### config.mk
export PLATFORM = sky130hd
export DESIGN_NAME = ptle_cell
export DESIGN_NICKNAME = d
export VERILOG_FILES = /design/src/ptle_pkg.sv /design/src/ptle_cell.sv
export SDC_FILE = /design/constraint.sdc
export NUM_CORES = 1
export LEC_CHECK = 0
export BUFFER_PORTS_ARGS = -buffer_cell sky130_fd_sc_hd__buf_2
export CORE_MARGIN = 8
export CORE_UTILIZATION = 28
export DETAILED_ROUTE_END_ITERATION = 16
export SETUP_SLACK_MARGIN = 0.05
export SYNTH_ARGS = -nofsm -noshare
export SYNTH_HDL_FRONTEND = slang
export SYNTH_SLANG_ARGS = --single-unit
### constraint.sdc
create_clock -name clk_i -period 3.6 [get_ports clk_i]
set_input_delay 0.36 -clock clk_i [delete_from_list [all_inputs] [get_ports clk_i]]
set_output_delay 0.36 -clock clk_i [all_outputs]
set_load 0.02 [all_outputs]
### src/ptle_pkg.sv
// ----------------------------------------------------------------------------
// ptle_pkg: shared types and constants of the peer table leader election
// Holds the beat types, the command, role and register codes, and the
// score function that is used by the top level to score peers and self.
// ----------------------------------------------------------------------------
package ptle_pkg;

  localparam int unsigned PEER_SLOTS_DEF = 16;
  // Wide enough for a live count of up to 256 slots.
  localparam int unsigned LIVE_W    = 9;
  localparam int unsigned SCORE_W   = 18;
  localparam int unsigned CFG_IDX_W = 3;
  localparam int unsigned CFG_DATA_W = 32;
  localparam logic [15:0] AGE_MAX = 16'hFFFF;
  localparam logic [15:0] TIMEOUT_RESET = 16'd30;
  localparam logic [4:0]  LIVE_OUT_MAX = 5'd31;

  typedef enum logic [1:0] {
    CMD_ANNOUNCE = 2'd0,
    CMD_TICK     = 2'd1,
    CMD_ELECT    = 2'd2
  } ptle_cmd_e;

  typedef enum logic [1:0] {
    ROLE_STANDALONE  = 2'd0,
    ROLE_DISCOVERING = 2'd1,
    ROLE_COORDINATOR = 2'd2,
    ROLE_WORKER      = 2'd3
  } ptle_role_e;

  typedef enum logic [CFG_IDX_W-1:0] {
    REG_SELF_ADDRESS   = 3'd0,
    REG_SELF_PORT      = 3'd1,
    REG_SELF_RAM_MB    = 3'd2,
    REG_SELF_CORES     = 3'd3,
    REG_EXPIRY_TIMEOUT = 3'd4
  } ptle_reg_e;

  typedef struct packed {
    logic [1:0]  command;
    logic [31:0] peer_address;
    logic [15:0] peer_port;
    logic [23:0] peer_ram_mb;
    logic [9:0]  peer_cores;
  } ptle_in_t;

  typedef struct packed {
    logic [1:0]  role;
    logic [31:0] leader_address;
    logic [15:0] leader_port;
    logic [4:0]  live_peers;
    logic        topology_changed;
    logic        table_full;
  } ptle_out_t;

  // Operation broadcast to every cell while a walk is in progress.
  typedef struct packed {
    logic [1:0]         command;
    logic [31:0]        address;
    logic [15:0]        port;
    logic [SCORE_W-1:0] score;
    logic [15:0]        timeout;
    logic               fill;
  } ptle_bcast_t;

  // Token that walks the chain, one cell per cycle.
  typedef struct packed {
    logic               active;
    logic               hit;
    logic               free_seen;
    logic               removed;
    logic [LIVE_W-1:0]  live;
    logic [SCORE_W-1:0] lead_score;
    logic [31:0]        best_address;
    logic [15:0]        best_port;
  } ptle_tok_t;

  // Score is (ram / 1024) * 10 + cores, with the multiply done as two shifts.
  function automatic logic [SCORE_W-1:0] score_of(input logic [23:0] ram_mb,
                                                  input logic [9:0]  cores);
    logic [13:0] gb;
    gb = ram_mb[23:10];
    return {1'b0, gb, 3'b000} + {3'b000, gb, 1'b0} + {8'b0, cores};
  endfunction

endpackage

### src/ptle_cell.sv
// ----------------------------------------------------------------------------
// ptle_cell: one slot of the peer table
// Holds one peer entry and applies the current operation to it when the
// walking token passes, then hands the updated token to the next cell.
// ----------------------------------------------------------------------------
module ptle_cell import ptle_pkg::*; (
  input  logic        clk_i,
  input  logic        rst_ni,
  input  ptle_bcast_t bcast_i,
  input  ptle_tok_t   tok_i,
  output ptle_tok_t   tok_o
);

  logic               valid_q, valid_d;
  logic               first_free_q, first_free_d;
  logic [31:0]        address_q;
  logic [15:0]        port_q;
  logic [SCORE_W-1:0] score_q;
  logic [15:0]        age_q, age_d;
  logic               write_entry;
  logic [15:0]        age_inc;
  logic               match;
  ptle_tok_t          tok_q, tok_d;

  assign age_inc = (age_q == AGE_MAX) ? age_q : age_q + 16'd1;
  assign match   = valid_q && (address_q == bcast_i.address) && (port_q == bcast_i.port);

  always_comb begin
    tok_d        = tok_i;
    valid_d      = valid_q;
    first_free_d = first_free_q;
    age_d        = age_q;
    write_entry  = 1'b0;

    // The end-of-walk fill targets the first free slot of the last announce.
    if (bcast_i.fill && first_free_q) begin
      write_entry = 1'b1;
      valid_d     = 1'b1;
      age_d       = '0;
    end

    if (tok_i.active) begin
      case (bcast_i.command)
        CMD_ANNOUNCE: begin
          first_free_d = !valid_q && !tok_i.free_seen;
          if (!valid_q) begin
            tok_d.free_seen = 1'b1;
          end
          if (match && !tok_i.hit) begin
            tok_d.hit   = 1'b1;
            write_entry = 1'b1;
            age_d       = '0;
          end
          tok_d.live = tok_i.live + LIVE_W'(valid_q);
        end
        CMD_TICK: begin
          if (valid_q) begin
            age_d = age_inc;
            if (age_inc >= bcast_i.timeout) begin
              valid_d       = 1'b0;
              tok_d.removed = 1'b1;
            end else begin
              tok_d.live = tok_i.live + LIVE_W'(1);
            end
          end
        end
        CMD_ELECT: begin
          if (valid_q && ((score_q > tok_i.lead_score) ||
              ((score_q == tok_i.lead_score) && (address_q < tok_i.best_address)))) begin
            tok_d.lead_score   = score_q;
            tok_d.best_address = address_q;
            tok_d.best_port    = port_q;
          end
          tok_d.live = tok_i.live + LIVE_W'(valid_q);
        end
        default: begin
          tok_d.live = tok_i.live + LIVE_W'(valid_q);
        end
      endcase
    end
  end

  always_ff @(posedge clk_i or negedge rst_ni) begin
    if (!rst_ni) begin
      valid_q      <= 1'b0;
      first_free_q <= 1'b0;
      tok_q        <= '0;
    end else begin
      valid_q      <= valid_d;
      first_free_q <= first_free_d;
      tok_q        <= tok_d;
    end
  end

  always_ff @(posedge clk_i) begin
    age_q <= age_d;
    if (write_entry) begin
      address_q <= bcast_i.address;
      port_q    <= bcast_i.port;
      score_q   <= bcast_i.score;
    end
  end

  assign tok_o = tok_q;

endmodule

==> run_results.csv, run 1 <==
group,metric,value,unit
clocking,clock-root-buffer,"clkbuf_16",
sta,fin_crit_sh,94.87,%
setup_path,critical-path-slowest-cell,"a2111oi_4",
grt,grt_first_pass_wirelength,37.00,mm
setup_path,cp.depth,15,
placement,dp_worst_setup_slack,-34.81,ps
setup_path,worstSetupEndpointType,"flop",
synth,synth_top_area_share,24.39,%
routing,via_per_inst,4.543,
setup_path,path_buf_inv,2,
power_and_ir_drop,peakVddDrop,0.2391,mV
floorplan,die_area,35440,um2
placement,gp_congestion,0.8375,
floorplan,die_w,188.3,um
placement,dpl.cell_count,1319,
power_and_ir_drop,power_frac_seq,42.3,%
power_and_ir_drop,p_comb_share,19.8,%
sta,worst_slew_pin_slew,1271,ps
floorplan,ios,245,
status,violations,"hold timing",
worst_hold_path,hp-class,"input pin to asynchronous set/reset pin",
synth,syn_avg_cell_area,12.22,um2
clocking,clock_latency,430,ps
floorplan,core,29400,um2
flow_run,drv_cap,0,
setup_path,crit_chain,"ha_4, inv_2, nor4_4, buf_6, nand3_2, nor2_1, mux2i_1, ha_1, and4_4, a31oi_4, o211ai_1, a2111oi_4, a22oi_2, nand4b_1, xnor2_1",
setup_path,worstPathRequired,3940,ps
sta,slew_violations,0,
setup_path,startpoint,"age_q[1]$_DFF_P_",
sta,setup_violations,0,
clocking,cts_buffer_depth,2,
cells_and_area,layout-drive-gt1-share,39.16,%
cells_and_area,final_area,11090,um2
floorplan,die_y,188.3,um
grt,antenna_found_initial,9,
clocking,numCtsBuffers,17,
power_and_ir_drop,sw_frac_of_total,27.80,%
sta,hold_ws,-8.720,ps
floorplan,rows,63,
synth,yosysWarnings,0,
placement,dp_hpwl,19.47,mm
power_and_ir_drop,finalPower,5.105,mW
clocking,cts_tree,"done",
routing,vias,6220,
sta,setup_slack,184.7,ps
status,status,"finished, violations left",
power_and_ir_drop,p_switching,1.419,mW
power_and_ir_drop,power_density,460.1,nW/um2
power_and_ir_drop,leakage,5.075,nW
setup_path,path_delay_family,"simple AND/OR/NAND/NOR gates",
synth,synth_fp_nets,915,
setup_path,cp_slowest_stage_delay,460,ps
sta,hold_viol,4,
synth,ys.flop_type,"dfrtp_1",
routing,drt-initial-drc-count,211,
grt,grt_pass1_vias,6537,
synth,synth_edf_count,66,
synth,synthCells,680,
setup_path,critPathKind,"flop to flop",
floorplan,initial_core_util,28.26,%
grt,overflow,0,
cells_and_area,area_delta_synth_final,33.52,%
setup_path,cp_max_fo,5,
setup_path,critPathLaunchType,"flop",
placement,dpl_cell_area,10140,um2
placement,place.port_buffers,244,
routing,wire_per_inst,18.05,um
synth,synth_area,8309,um2
grt,grt_max_degree,51,
setup_path,reg2reg_depth,15,
synth,synth.distinct_cells,57,
sta,max_freq,292.8,MHz
routing,drc_errors,0,
clocking,cts_sinks,163,
cells_and_area,fin_nets,1195,
cells_and_area,stdcell_count,1369,
power_and_ir_drop,power_frac_clock,37.9,%
synth,ys_seq_elements,163,
routing,ant_nets,0,
sta,fin_skew,9.489,ps
setup_path,r2r-start,"age_q[1]$_DFF_P_",
power_and_ir_drop,p_int,3.686,mW
clocking,cts.clk_slew.worst_paths,70,ps
clocking,hold_buffers,0,
routing,drtPass1Iterations,4,
sta,period_minus_slack,3415,ps
cells_and_area,multi_input_area,3857,um2
routing,wirelength,24.71,mm
sta,slew_headroom,15.30,%
synth,seq_area_frac_synth,52.10,%
clocking,htreeDepth,4,
synth,synth_area_leaders,"dfrtp_1, edfxtp_1, ha_1, mux2_1, dfxtp_1",
cells_and_area,register_area,4350,um2
grt,grt_usage,13.65,%
cells_and_area,fillers,2899,
synth,async_flop_share,49.69,%
setup_path,cp.arrival,3750,ps
synth,yosysTopAreaCell,"dfrtp_1",
## kinds of logic (layout without fill, tap and decap cells)
family                     after synthesis  in the layout  synth area share [%]
AOI/OAI and AO/OA                       98             98                 8.297
xor gates and xnor gates                64             64                 6.746
adders and majority gates               69             69                 10.39
buffers and inverters                   86            379                 4.096
DFF                                    163            163                 52.10
muxes                                   69             69                 9.321
other                                    0              6                     0
and+or+nand+nor                        131            131                 9.050
## synth_stat cells, drive strengths merged, types with 3 or more instances
| cell type | n |
|---|---|
| a21o | 9 |
| dfrtp | 81 |
| dfxtp | 16 |
| nor2 | 20 |
| nor3 | 15 |
| edfxtp | 66 |
| inv | 72 |
| o211ai | 3 |
| nor4 | 10 |
| nor3b | 3 |
| nand2 | 16 |
| clkbuf | 5 |
| and3 | 10 |
| xnor2 | 36 |
| buf | 9 |
| nand3 | 19 |
| xor2 | 28 |
| a2111oi | 3 |
| ha | 69 |
| and4 | 3 |
| nand2b | 7 |
| a22o | 9 |
| a211oi | 8 |
| o21a | 4 |
| a21oi | 20 |
| o21ai | 17 |
| mux2 | 67 |
| a211o | 6 |
| nand4 | 23 |
## cell type report
cell class / count / area share, %
multi-input combinational: 431 / 34.77
timing repair buffer: 275 / 13.50
sequential: 163 / 39.21
clock buffer: 19 / 3.902
tap: 390 / 4.398
clock inverter: 13 / 1.647
inverter: 72 / 2.436
antenna: 6 / 0.1353
## flip-flops by register name (all words and copies together), names as in the netlist
register,flops
address_q,32
first_free_q,1
valid_q,1
port_q,16
score_q,18
age_q,16
tok_o,79
## layer usage
metal  wire, um  vias up  track usage [%]
li1           -     3046                -
met1      10360     2982            16.11
met2      12260      145            22.77
met3       1470       39            4.122
met4        574        8            5.727
met5         51        -                0
## worst reg2reg max path, stage by stage (launching register included)
cell,delay (ps)
dfxtp_4,380
ha_4,150
inv_2,60
nor4_4,370
buf_6,190
nand3_2,90
nor2_1,110
mux2i_1,100
ha_1,320
and4_4,210
a31oi_4,160
o211ai_1,170
a2111oi_4,460
a22oi_2,140
nand4b_1,210
xnor2_1,210
## cell usage in the layout (no fill, tap or decap), types with 17 or more instances in the layout
| cell type | synthesis | layout |
|---|---|---|
| nor2_1 | 20 | 20 |
| xnor2_1 | 36 | 32 |
| edfxtp_1 | 66 | 66 |
| ha_1 | 69 | 68 |
| xor2_1 | 28 | 28 |
| a21oi_1 | 20 | 18 |
| clkbuf_16 | 0 | 17 |
| buf_2 | 8 | 243 |
| nand4_1 | 22 | 22 |
| mux2_2 | 27 | 27 |
| dfrtp_1 | 81 | 81 |
| buf_4 | 0 | 28 |
| mux2_1 | 40 | 40 |
| inv_1 | 72 | 71 |
## metrics by stage
step,util (%),hold slack [ps],setup TNS (ps)
6_report,37.73,-8.720,0
5_1_grt,37.72,37.17,-61.10
4_1_cts,36.63,11.95,0
3_5_place_dp,34.49,460.0,-52.07
3_3_place_gp,34.49,454.0,0
2_1_floorplan,-,64.41,0
## final timing paths
check                                                 to  slack, ps
worst max-delay path                 tok_o[69]$_DFF_PN0_        180
worst min-delay path                 tok_o[25]$_DFF_PN0_         -9
worst max register to register       tok_o[69]$_DFF_PN0_        180
worst min register to register  first_free_q$_DFFE_PN0P_        470
max in group asynchronous            tok_o[34]$_DFF_PN0_       2850
min in group clk_i                  score_q[3]$_DFFE_PP_        100
## power by group through the flow
stage	clock, mW	combinational [mW]	sequential, mW
global placement	0	0.905	2.18
global route	2.06	1.11	2.17
floorplan	0	0.477	2.25
detailed placement	0	0.916	2.19
CTS	2.00	0.929	2.15
finish	1.94	1.01	2.16
## repair_timing
action | 4_1_cts | 5_1_grt
setup endpoints to repair | 6 | 10
pin swaps | 0 | 20
buffers inserted | 0 | 12
gates resized for setup | 2 | 52
No activity file was read; power rests on OpenSTA's default activity.
==> run 2, diff against run 1 <==
==> constraint.sdc (replaced) <==
create_clock -name clk_i -period 2.8 [get_ports clk_i]
set_input_delay 0.28 -clock clk_i [delete_from_list [all_inputs] [get_ports clk_i]]
set_output_delay 0.28 -clock clk_i [all_outputs]
set_load 0.02 [all_outputs]
==> run 2 against run 1 <==
Net effect:
- the flow finishes with violations (setup timing)
- clock skew barely moved
- via count rose by 5.7%
- clock power rose by 33%
- critical path depth rose by 2
- non-clock buffer count rose by 68
- sequential power rose by 28%
- power rose by 35%
- largest power group unchanged
- highest routed layer unchanged
==> run_results.csv, run 2 (synthesized netlist as in run 1, its figures left out) <==
group,metric,value,unit
power_and_ir_drop,p_comb_share,22.5,%
routing,wire_per_inst,18.39,um
grt,grt_max_degree,43,
sta,fin_skew,9.006,ps
sta,period_minus_slack,3309,ps
power_and_ir_drop,sw_frac_of_total,27.42,%
setup_path,cp_max_fo,5,
cells_and_area,area_delta_synth_final,47.03,%
floorplan,initial_core_util,28.26,%
clocking,clock_latency,430,ps
grt,grt_pass1_vias,7080,
setup_path,path_delay_family,"simple AND/OR/NAND/NOR gates",
power_and_ir_drop,p_int,5.018,mW
placement,gp_congestion,0.8470,
cells_and_area,stdcell_count,1438,
floorplan,die_y,188.3,um
setup_path,critPathLaunchType,"flop",
power_and_ir_drop,power_frac_seq,40.1,%
cells_and_area,fin_nets,1263,
power_and_ir_drop,p_switching,1.896,mW
setup_path,cp_slowest_stage_delay,440,ps
power_and_ir_drop,power_density,565.9,nW/um2
routing,drt-initial-drc-count,289,
power_and_ir_drop,peakVddDrop,0.3335,mV
grt,antenna_found_initial,9,
grt,grt_usage,14.55,%
clocking,numCtsBuffers,17,
sta,grt_setup_unrepaired,"yes",
grt,grt_first_pass_wirelength,39.63,mm
cells_and_area,layout_common_cells,"buf_2, dfrtp_1, buf_4",
clocking,clock-root-buffer,"clkbuf_16",
grt,overflow,0,
setup_path,crit_chain,"ha_4, inv_2, nor4_4, buf_4, nand3_2, nor2_1, mux2i_1, ha_1, and4_4, buf_6, buf_6, nand2_4, o2bb2ai_4, a2111oi_4, a22oi_2, nor3b_2, xor2_1",
worst_hold_path,hold_start,"bcast_i[22]",
setup_path,worstPathRequired,3160,ps
flow_run,drv_cap,0,
routing,wirelength,26.45,mm
routing,vias,6574,
cells_and_area,largest_reg_flops,79,
sta,fin_crit_sh,118.2,%
setup_path,crit_top_cell,"buf_6",
routing,drtPass1Iterations,4,
cells_and_area,register_area,4339,um2
setup_path,r2r_end,"tok_o[74]$_DFF_PN0_",
cells_and_area,layout-drive-gt1-share,48.41,%
cells_and_area,final_common_cell,"buf_2",
floorplan,die_area,35440,um2
floorplan,core,29400,um2
cells_and_area,multi_input_area,4232,um2
placement,dp_hpwl,19.81,mm
status,status,"finished, violations left",
routing,via_per_inst,4.572,
floorplan,rows,63,
floorplan,ios,245,
sta,hold_viol,0,
setup_path,reg2reg_depth,17,
worst_hold_path,holdPathEnd,"score_q[5]$_DFFE_PP_",
power_and_ir_drop,power_frac_clock,37.4,%
worst_hold_path,hp-class,"input pin to flop",
placement,dpl.cell_count,1367,
clocking,cts_buffer_depth,2,
sta,worst_slew_pin_slew,628.5,ps
setup_path,ff2ff_setup_slack,-510,ps
sta,slew_violations,0,
sta,slew_headroom,58.10,%
setup_path,worstSetupEndpointType,"flop",
cells_and_area,fillers,2807,
clocking,htreeDepth,4,
status,violations,"setup timing",
floorplan,die_w,188.3,um
sta,setup_slack,-509.4,ps
routing,drc_errors,0,
setup_path,path_buf_inv,4,
setup_path,cp.arrival,3670,ps
sta,setup_violations,11,
setup_path,critPathKind,"flop to flop",
setup_path,critical-path-slowest-cell,"a2111oi_4",
sta,finalSetupTns,-4509,ps
clocking,cts_tree,"done",
placement,place.port_buffers,244,
clocking,cts_sinks,163,
sta,max_freq,302.2,MHz
clocking,cts.clk_slew.worst_paths,70,ps
routing,ant_nets,0,
worst_hold_path,hold_depth,1,
power_and_ir_drop,leakage,5.753,nW
setup_path,r2r-start,"age_q[1]$_DFF_P_",
## run 2: power groups by stage
stage                     Sequential (mW)  Combinational (mW)  Clock [mW]
after detailed placement             2.82                1.34           0
final                                2.77                1.56        2.58
after global routing                 2.79                1.71        2.73
after CTS                            2.77                1.48        2.67
after floorplan                      2.91               0.657           0
after global placement               2.81                1.32           0
## run 2: layout make-up
class	instances	share of cell area, %
sequential	163	35.52
multi-input combinational	431	34.64
clock inverter	15	1.751
inverter	72	2.212
clock buffer	17	3.482
antenna	7	0.1434
timing repair buffer	343	18.26
tap	390	3.994
## run 2: worst max path at each step
stage	startpoint	end	cells after the start
after CTS	age_q[0]$_DFF_P_	tok_o[71]$_DFF_PN0_	15
after global placement	age_q[4]$_DFF_P_	tok_o[73]$_DFF_PN0_	14
after floorplan	age_q[3]$_DFF_P_	tok_o[69]$_DFF_PN0_	16
final	age_q[1]$_DFF_P_	tok_o[74]$_DFF_PN0_	17
after detailed placement	age_q[5]$_DFF_P_	tok_o[74]$_DFF_PN0_	14
after global routing	age_q[1]$_DFF_P_	tok_o[74]$_DFF_PN0_	17
## run 2: through the flow
step	hold WS (ps)	util [%]	instance area [um2]	worst slack, ps	power [mW]
2_1_floorplan	-15.59	-	8398	-455.8	3.568
3_3_place_gp	340.9	36.16	10630	-375.0	4.134
3_5_place_dp	336.0	36.16	10630	-523.4	4.159
4_1_cts	2.529	40.54	11920	-512.6	6.927
5_1_grt	5.942	41.54	12210	-720.8	7.232
6_report	26.94	41.55	12220	-509.4	6.914
## run 2: repair_timing
action / 4_1_cts / 5_1_grt
hold buffers: 7 / 0
gates resized for setup: 67 / 58
pin swaps: 27 / 32
cloned: 7 / 3
setup endpoints to repair: 77 / 158
buffers inserted: 16 / 7
endpoints found under the hold margin: 47 / 0
## run 2: layer usage
metal	track usage [%]	vias up	routed length, um
met3	4.140	35	1459
li1	-	3173	-
met1	17.21	3187	11410
met5	0	-	40
met4	6.333	6	582
met2	24.34	173	12950
==> run 3, diff against run 2 <==
--- a/config.mk
+++ b/config.mk
@@ -6,7 +6,6 @@
 export NUM_CORES = 1
 export LEC_CHECK = 0
 export BUFFER_PORTS_ARGS = -buffer_cell sky130_fd_sc_hd__buf_2
-export CORE_MARGIN = 8
 export CORE_UTILIZATION = 28
 export DETAILED_ROUTE_END_ITERATION = 16
 export SETUP_SLACK_MARGIN = 0.05
==> run 3 against run 2 <==
Net effect:
- the run still ends with setup timing left
- die area shrank 14%
- combinational power grew 6%
- cell area grew 2.3%
- sequential power is essentially flat
- first-iteration DRC count grew 16%
- critical endpoint unchanged
==> run_results.csv, run 3 (synthesized netlist as in run 1, its figures left out) <==
group,metric,value,unit
clocking,cts_buffer_depth,2,
cells_and_area,largest_reg_flops,79,
worst_hold_path,hp-class,"input pin to flop",
sta,grt_setup_unrepaired,"yes",
clocking,clock-root-buffer,"clkbuf_16",
floorplan,rows,62,
power_and_ir_drop,finalPower,6.779,mW
setup_path,critPathLaunchType,"flop",
setup_path,worstPathRequired,3150,ps
routing,drtPass1Iterations,4,
grt,overflow,0,
placement,dp_hpwl,19.00,mm
cells_and_area,layout_common_cells,"buf_2, buf_4, dfrtp_1",
sta,fin_skew,13.12,ps
floorplan,initial_core_util,28.72,%
cells_and_area,layout-drive-gt1-share,50.96,%
setup_path,endpoint,"tok_o[74]$_DFF_PN0_",
setup_path,reg2reg_depth,17,
setup_path,r2r_end,"tok_o[74]$_DFF_PN0_",
routing,wirelength,26.29,mm
grt,grt_first_pass_wirelength,39.57,mm
sta,hold_viol,0,
sta,slew_violations,0,
grt,antenna_found_initial,7,
sta,period_minus_slack,3167,ps
clocking,cts_sinks,163,
grt,grt_usage,17.51,%
setup_path,startpoint,"age_q[0]$_DFF_P_",
cells_and_area,fin_nets,1311,
floorplan,ios,245,
sta,slew_headroom,54.59,%
sta,setup_slack,-366.9,ps
status,status,"finished, violations left",
power_and_ir_drop,leakage,5.999,nW
setup_path,cp.arrival,3520,ps
sta,finalSetupTns,-5086,ps
clocking,cts_tree,"done",
clocking,numCtsBuffers,17,
routing,vias,6720,
placement,dp_worst_setup_slack,-547.0,ps
cells_and_area,area_delta_synth_final,50.35,%
placement,gp_congestion,0.8410,
floorplan,die_w,174.3,um
setup_path,r2r-start,"age_q[0]$_DFF_P_",
floorplan,core,28940,um2
clocking,cts.clk_slew.worst_paths,70,ps
grt,grt_max_degree,46,
placement,place.port_buffers,244,
power_and_ir_drop,power_density,542.7,nW/um2
setup_path,critPathKind,"flop to flop",
setup_path,ff2ff_setup_slack,-370,ps
cells_and_area,post-route-util,43.18,%
sta,fin_crit_sh,113.1,%
status,violations,"setup timing",
routing,via_per_inst,4.547,
grt,grt_pass1_vias,6903,
cells_and_area,final_common_cell,"buf_2",
routing,ant_nets,0,
clocking,clock_latency,430,ps
routing,drt-initial-drc-count,336,
floorplan,die_y,174.3,um
clocking,htreeDepth,4,
routing,drc_errors,0,
cells_and_area,final_area,12490,um2
routing,wire_per_inst,17.79,um
placement,dpl_cell_area,10790,um2
sta,setup_violations,43,
floorplan,die_area,30370,um2
power_and_ir_drop,peakVddDrop,0.3556,mV
setup_path,worstSetupEndpointType,"flop",
sta,max_freq,315.8,MHz
setup_path,cp_max_fo,4,
sta,worst_slew_pin_slew,681.1,ps
flow_run,drv_cap,0,
==> run 3: power breakdown <==
part / switching, mW / internal [mW] / leakage (nW) / total [mW]
logic: 0.828 / 0.834 / 4.04 / 1.66
clock network: 0.994 / 1.36 / 0.282 / 2.36
registers: 0.0855 / 2.68 / 1.68 / 2.76
total: 1.91 / 4.87 / 6.00 / 6.78
==> run 3: how the worst min path moves through the flow <==
stage / from / end / slack [ps] / cells past startpoint
after floorplan: rst_ni / first_free_q$_DFFE_PN0P_ / -20 / 0
after global placement: rst_ni / tok_o[24]$_DFF_PN0_ / 350 / 1
after detailed placement: rst_ni / tok_o[25]$_DFF_PN0_ / 360 / 1
after CTS: bcast_i[20] / score_q[3]$_DFFE_PP_ / 0.5 / 1
after global routing: bcast_i[21] / score_q[4]$_DFFE_PP_ / 3 / 1
final: tok_i[75] / tok_o[75]$_DFF_PN0_ / 30 / 2
==> run 3: worst max-delay path, stage by stage, from the launching register on <==
cell       delay [ps]
dfxtp_4           370
buf_6             100
buf_4             100
nand3_2            60
nor4_2            220
buf_4             170
buf_4             100
xnor2_1           100
nand2_1           140
ha_4              270
and4_4            220
buf_6             120
nand4_1            80
a21oi_2            60
a2111oi_4         460
a22oi_2           150
nor3b_2           220
xor2_1            150
==> run 3: final cells by class <==
class / count / area [um2]
antenna: 5 / 12.51
clock buffer: 20 / 456.7
clock inverter: 12 / 131.4
fill: 2679 / 16440
inverter: 72 / 272.8
multi-input combinational: 431 / 4217
sequential: 163 / 4348
tap: 384 / 480.5
timing repair buffer: 391 / 2575
==> run 3: routing by layer <==
layer	vias up	global-route usage, %	part of all wire [%]
met5	-	0	0.087
met4	4	6.067	2.0
met3	29	4.396	5.3
met2	164	28.55	48
met1	3250	22.45	44
li1	3273	-	-
==> run 3: what timing repair did <==
action                                  in CTS  in global routing
endpoints found under the setup margin     134                145
pin swaps                                   30                 34
buffers inserted                            28                 15
cloned                                       7                  1
gates resized for setup                     83                 54
hold endpoints to repair                    47                  2
hold buffers                                 5                  2
==> run 3: per-stage QoR <==
stage                     std cells  hold WS, ps
after floorplan                 680       -15.59
after global placement         1388        353.9
after detailed placement       1388        364.4
after CTS                      1459       0.5265
after global routing           1475        2.886
final                          1478        26.23
